`src/hw/rtl/rgsc_pkg.sv`:
```
// rgsc_pkg: shared constants, types and state codes for the region grid shape checker
// used by rgsc_div, rgsc_check and region_grid_shape_checker; no dependencies
`default_nettype none

package rgsc_pkg;

    // row store depth and derived widths
    localparam int unsigned MAX_ROWS = 256;
    localparam int unsigned AddrW    = (MAX_ROWS > 1) ? $clog2(MAX_ROWS) : 1;
    localparam int unsigned CntW     = $clog2(MAX_ROWS + 1);

    // interval index, row width and column widths
    localparam int unsigned DataW    = 32;
    localparam int unsigned WidthW   = 21;
    localparam int unsigned ColW     = 20;
    localparam int unsigned DivCntW  = $clog2(DataW);

    localparam logic [WidthW-1:0] WIDTH_MAX = 21'h100000;
    localparam logic [WidthW-1:0] WIDTH_MIN = 21'h000001;

    // sequencer states of the checker
    typedef enum logic [2:0] {
        S_IDLE,
        S_DIV,
        S_CHECK,
        S_COMPARE,
        S_DONE
    } t_state;

    // one input item as handed to the checker
    typedef struct packed {
        logic [DataW-1:0] intv_begin;
        logic [DataW-1:0] intv_end;
        logic             first_in_job;
        logic             first_in_region;
        logic             last_in_region;
        logic             last_in_job;
    } t_item;

    // one result item
    typedef struct packed {
        logic shape_ok;
        logic done_res;
    } t_result;

endpackage

`default_nettype wire

```
`src/hw/rtl/rgsc_div.sv`:
```
// rgsc_div: radix-2 restoring divider, 32-bit dividend by row width, one bit per cycle
// depends on rgsc_pkg for widths
`default_nettype none

module rgsc_div (
    input  wire logic                          i_clk,
    input  wire logic                          i_rst_n,
    input  wire logic                          i_start,
    input  wire logic [rgsc_pkg::DataW-1:0]    i_dividend,
    input  wire logic [rgsc_pkg::WidthW-1:0]   i_divisor,
    output logic                               o_done,
    output logic [rgsc_pkg::DataW-1:0]         o_quot,
    output logic [rgsc_pkg::ColW-1:0]          o_rem
);
    import rgsc_pkg::*;

    logic                r_busy;
    logic                r_done;
    logic [DivCntW-1:0]  r_cnt;
    logic [WidthW-1:0]   r_rem;
    logic [DataW-1:0]    r_quo;
    logic [WidthW-1:0]   r_div;

    logic [WidthW-1:0]   w_trial;
    logic                w_fits;

    // trial subtraction of one step
    assign w_trial = {r_rem[WidthW-2:0], r_quo[DataW-1]};
    assign w_fits  = (w_trial >= r_div);

    // control: busy flag, step counter, done pulse
    always_ff @(posedge i_clk) begin
        if (!i_rst_n) begin
            r_busy <= 1'b0;
            r_done <= 1'b0;
            r_cnt  <= '0;
        end else begin
            r_done <= 1'b0;
            if (i_start) begin
                r_busy <= 1'b1;
                r_cnt  <= '0;
            end else if (r_busy) begin
                r_cnt <= r_cnt + DivCntW'(1);
                if (r_cnt == DivCntW'(DataW - 1)) begin
                    r_busy <= 1'b0;
                    r_done <= 1'b1;
                end
            end
        end
    end

    // datapath: dividend shifts out as quotient bits shift in
    always_ff @(posedge i_clk) begin
        if (i_start) begin
            r_rem <= '0;
            r_quo <= i_dividend;
            r_div <= i_divisor;
        end else if (r_busy) begin
            r_rem <= w_fits ? (w_trial - r_div) : w_trial;
            r_quo <= {r_quo[DataW-2:0], w_fits};
        end
    end

    assign o_done = r_done;
    assign o_quot = r_quo;
    assign o_rem  = r_rem[ColW-1:0];

endmodule

`default_nettype wire

```
`config.mk`:
```
export PLATFORM = sky130hd
export DESIGN_NAME = rgsc_div
export DESIGN_NICKNAME = d
export VERILOG_FILES = /design/src/hw/rtl/rgsc_pkg.sv /design/src/hw/rtl/rgsc_div.sv
export SDC_FILE = /design/constraint.sdc
export NUM_CORES = 1
export LEC_CHECK = 0
export BUFFER_PORTS_ARGS = -buffer_cell sky130_fd_sc_hd__buf_2
export CORE_UTILIZATION = 40
export DETAILED_ROUTE_END_ITERATION = 8
export GPL_TIMING_DRIVEN = 0
export PLACE_DENSITY = 0.65
export SETUP_SLACK_MARGIN = 0.4
export SLEW_MARGIN = 5
export SYNTH_ARGS = -nofsm -noshare
export SYNTH_HDL_FRONTEND = slang
export SYNTH_SLANG_ARGS = --single-unit
```
`constraint.sdc`:
```
create_clock -name i_clk -period 2.6 [get_ports i_clk]
set_input_delay 0.52 -clock i_clk [delete_from_list [all_inputs] [get_ports i_clk]]
set_output_delay 0.52 -clock i_clk [all_outputs]
set_load 0.05 [all_outputs]
```
==> flow_summary_export.csv <==
group,metric,value,unit
status,outcome,"finished, final reports clean",
synth,netlist_instances,387,
synth,synth_enable_flop_cells,53,
critical_path,max_stage_delay,0.43,ns
route,dr.pass1.iters,4,
route,wl,11300,um
critical_path,critical_path_depth,11,
critical_path,crit_family,"compound AO/OA/AOI/OAI gates",
critical_path,endpoint_kind,"register",
layout,utilization,0.579,
layout,fillCellCount,896,
synth,synthSimpleGateAreaFrac,0.0961,
critical_path,cp_data_arrival_time,2.63,ns
layout,final_nets,629,
placed_design,post-place-cells,631,
timing,rsz0062_at_grt,"true",
clocking,clock_path_buffers,2,
synth,ys_warn_count,0,
floorplan,die_x,105,um
synth,synth_fa_ha_area_frac,0.0721,
critical_path,path_cells,"inv_2 > ha_4 > nor2b_4 > o2111a_2 > o21ai_4 > nand3b_4 > a41oi_4 > buf_6 > buf_6 > mux2i_1 > a211oi_1",
route,ant_nets,0,
synth,synth_top_family_by_area,"compound AO/OA/AOI/OAI gates",
route,drc,0,
placed_design,port_buffers,108,
critical_path,slowest_stage,"edfxtp_1",
floorplan,die_h,105,um
clocking,hold_buffers,0,
placed_design,gp_congestion,0.822,
power,powerDensity,567,nW/um^2
synth,async_flop_share,0,
grt,globalRouteTotalUtil,0.199,
job,drv_cap,0,
layout,drive_gt1_frac,0.498,
route,wl_per_cell,16.4,um
critical_path,crit_type,"reg2reg",
clocking,cts_sinks,80,
synth,synthFlopType,"edfxtp_1",
synth,synthMuxAreaShare,0.110,
floorplan,die_area,11100,um^2
critical_path,cp_common_cell,"buf_6",
timing,setup_viol,0,
floorplan,ios,109,
synth,synth.distinct_cells,48,
grt,grt_antenna_before_repair,0,
timing,fin_crit_sh,0.925,
critical_path,required,2.83,ns
layout,diodes,0,
grt,grt_max_degree,23,
grt,grt_pass1_wl,17300,um
critical_path,reg2reg_depth,11,
timing,skew,0.0187,ns
grt,grt_pass1_vias,3641,
timing,tightest_slew,0.710,ns
layout,finalNonFillerCells,690,
synth,synth-compound-area-share,0.146,
layout,syn2layout_area_growth,40.0,%
grt,grt-ovfl-total,0,
timing,relSlewSlack,0.526,
synth,synth_xor_area_frac,0.0349,
clocking,htreeDepth,3,
synth,synth.avg_cell_area,11.0,um^2
clocking,clk_pin_slew,0.09,ns
hold_path,hold_path.class,"in2reg",
floorplan,core_area,10300,um^2
clocking,cts_tree,"done",
power,ir_worst_vdd,0.390,mV
synth,synth-seq-cells,80,
timing,min_period,2.41,ns
synth,yosysSeqAreaShare,0.499,
clocking,cts_inserted_buffers,9,
critical_path,start_kind,"register",
placed_design,hpwl,7570,um
synth,syn_nets,467,
hold_path,min_path_cells,1,
clocking,cts_root_buffer,"clkbuf_8",
route,dr.first_iter.drc_count,97,
timing,fmax,416,MHz
clocking,clkLatencyLatePin,0.37,ns
critical_path,crit_fanout,5,
route,viasPerCell,5.36,
critical_path,critPathBufInv,3,
timing,slew_viol_final,0,
synth,synth_area,4270,um^2
timing,hold_violations,0,
floorplan,rows,37,
route,via_count,3697,
floorplan,start_util,0.414,
power,leakage,2.59,nW
placed cells by master (no fill, tap or decap), drive strengths merged, types with 3 or more instances in the layout:
cell | netlist | layout
buf | 8 | 159
edfxtp | 53 | 53
mux2 | 32 | 32
inv | 28 | 27
dfxtp | 27 | 27
nand2 | 26 | 26
a21oi | 25 | 25
ha | 23 | 23
nor2 | 20 | 20
o21ai | 20 | 20
clkbuf | 8 | 18
mux2i | 11 | 11
nand3 | 11 | 11
xnor2 | 10 | 10
xor2 | 7 | 7
a211oi | 7 | 7
nand2b | 7 | 7
a32oi | 7 | 7
a21o | 6 | 6
nor3 | 6 | 6
o21a | 5 | 5
nand4 | 4 | 4
o311ai | 4 | 4
nor2b | 4 | 4
o211ai | 3 | 3
a31oi | 3 | 3
clkinv | 0 | 3
report_power, final:
part           internal, W  switching, W  total, W
sequential         0.00146     0.0000507   0.00151
combinational     0.000324      0.000531  0.000855
clock             0.000543      0.000477   0.00102
area by class of cell:
cell class | instances | area (um^2) | share of cell area
Clock inverter | 5 | 82.6 | 0.0138
Timing Repair inverter | 1 | 7.51 | 0.00126
Multi-Input combinational cell | 263 | 2300 | 0.385
Timing Repair Buffer | 150 | 913 | 0.153
Tap cell | 136 | 170 | 0.0285
Buffer | 16 | 108 | 0.0180
Clock buffer | 11 | 131 | 0.0220
Sequential cell | 80 | 2160 | 0.361
Inverter | 28 | 109 | 0.0182
cell families (layout without fill, tap and decap cells):
family          count (synthesis)  after routing
flops                          80             80
mux                            43             43
compound gates                 93             93
simple gates                   86             86
buf+inv                        44            211
fa+ha+maj                      24             24
xor+xnor                       17             17
layer usage:
| layer | vias up | routed length, um | GRT usage |
|---|---|---|---|
| met3 | 22 | 765 | 0.0656 |
| met2 | 129 | 5720 | 0.350 |
| li1 | 1764 | - | - |
| met4 | 0 | 260 | 0.0724 |
| met5 | - | 0 | 0 |
| met1 | 1782 | 4590 | 0.223 |
cell usage after synthesis, types with 5 or more instances:
master	instances	area share
nand2b_1	7	0.010
a21oi_1	25	0.029
nor3_1	6	0.0070
a32oi_1	7	0.014
a21o_1	6	0.011
xnor2_1	10	0.021
nand2_1	26	0.023
buf_1	5	0.0044
inv_1	28	0.025
ha_1	23	0.067
nand3_1	11	0.013
o21ai_0	18	0.021
clkbuf_1	8	0.0070
nor2_1	20	0.018
mux2_2	32	0.084
a211oi_1	7	0.012
dfxtp_1	27	0.13
xor2_1	7	0.014
o21a_1	5	0.0088
edfxtp_1	53	0.37
mux2i_1	11	0.026
worst register-to-register path: cells and delay by family (launching register included):
kind,cells,cell delay (ns)
AOI/OAI and AO/OA,4,0.81
and+or+nand+nor,2,0.24
buffers and inverters,3,0.40
muxes,1,0.19
DFF,1,0.43
adders and majority gates,1,0.20
stage by stage:
stage | setup TNS, ns | total power [W] | setup WS (ns) | hold slack (ns) | instance area [um^2]
after floorplan | 0 | 0.00206 | 0.0588 | 0.467 | 4370
after detailed placement | -29.27 | 0.00225 | -0.869 | 0.465 | 5080
after CTS | 0 | 0.00333 | 0.171 | 0.297 | 5570
after global routing | 0 | 0.00353 | 0.0721 | 0.295 | 5980
final | 0 | 0.00339 | 0.194 | 0.315 | 5980
after global placement | -25.66 | 0.00224 | -0.762 | 0.461 | 5080
what timing repair did:
item                       in CTS  in global routing
cloned                          1                  1
setup endpoints to repair      58                 59
gates resized for setup        31                 57
pin swaps                      12                 15
setup buffers                  20                 21
path summary, 6_finish.rpt:
path,to,from,slack [ns]
setup / recovery,r_rem[9]$_SDFFE_PP0P_,r_div[1]$_DFFE_PP_,0.19
hold / removal,r_div[3]$_DFFE_PP_,i_divisor[3],0.31
setup reg to reg,r_rem[9]$_SDFFE_PP0P_,r_div[1]$_DFFE_PP_,0.19
hold reg to reg,r_rem[2]$_SDFFE_PP0P_,r_rem[2]$_SDFFE_PP0P_,0.48
state kept, by name (all words and copies together) (netlist names):
register	cells
r_cnt	5
r_rem	20
r_busy	1
o_quot	32
o_done	1
r_div	21
(Power assumes the default switching activity.)
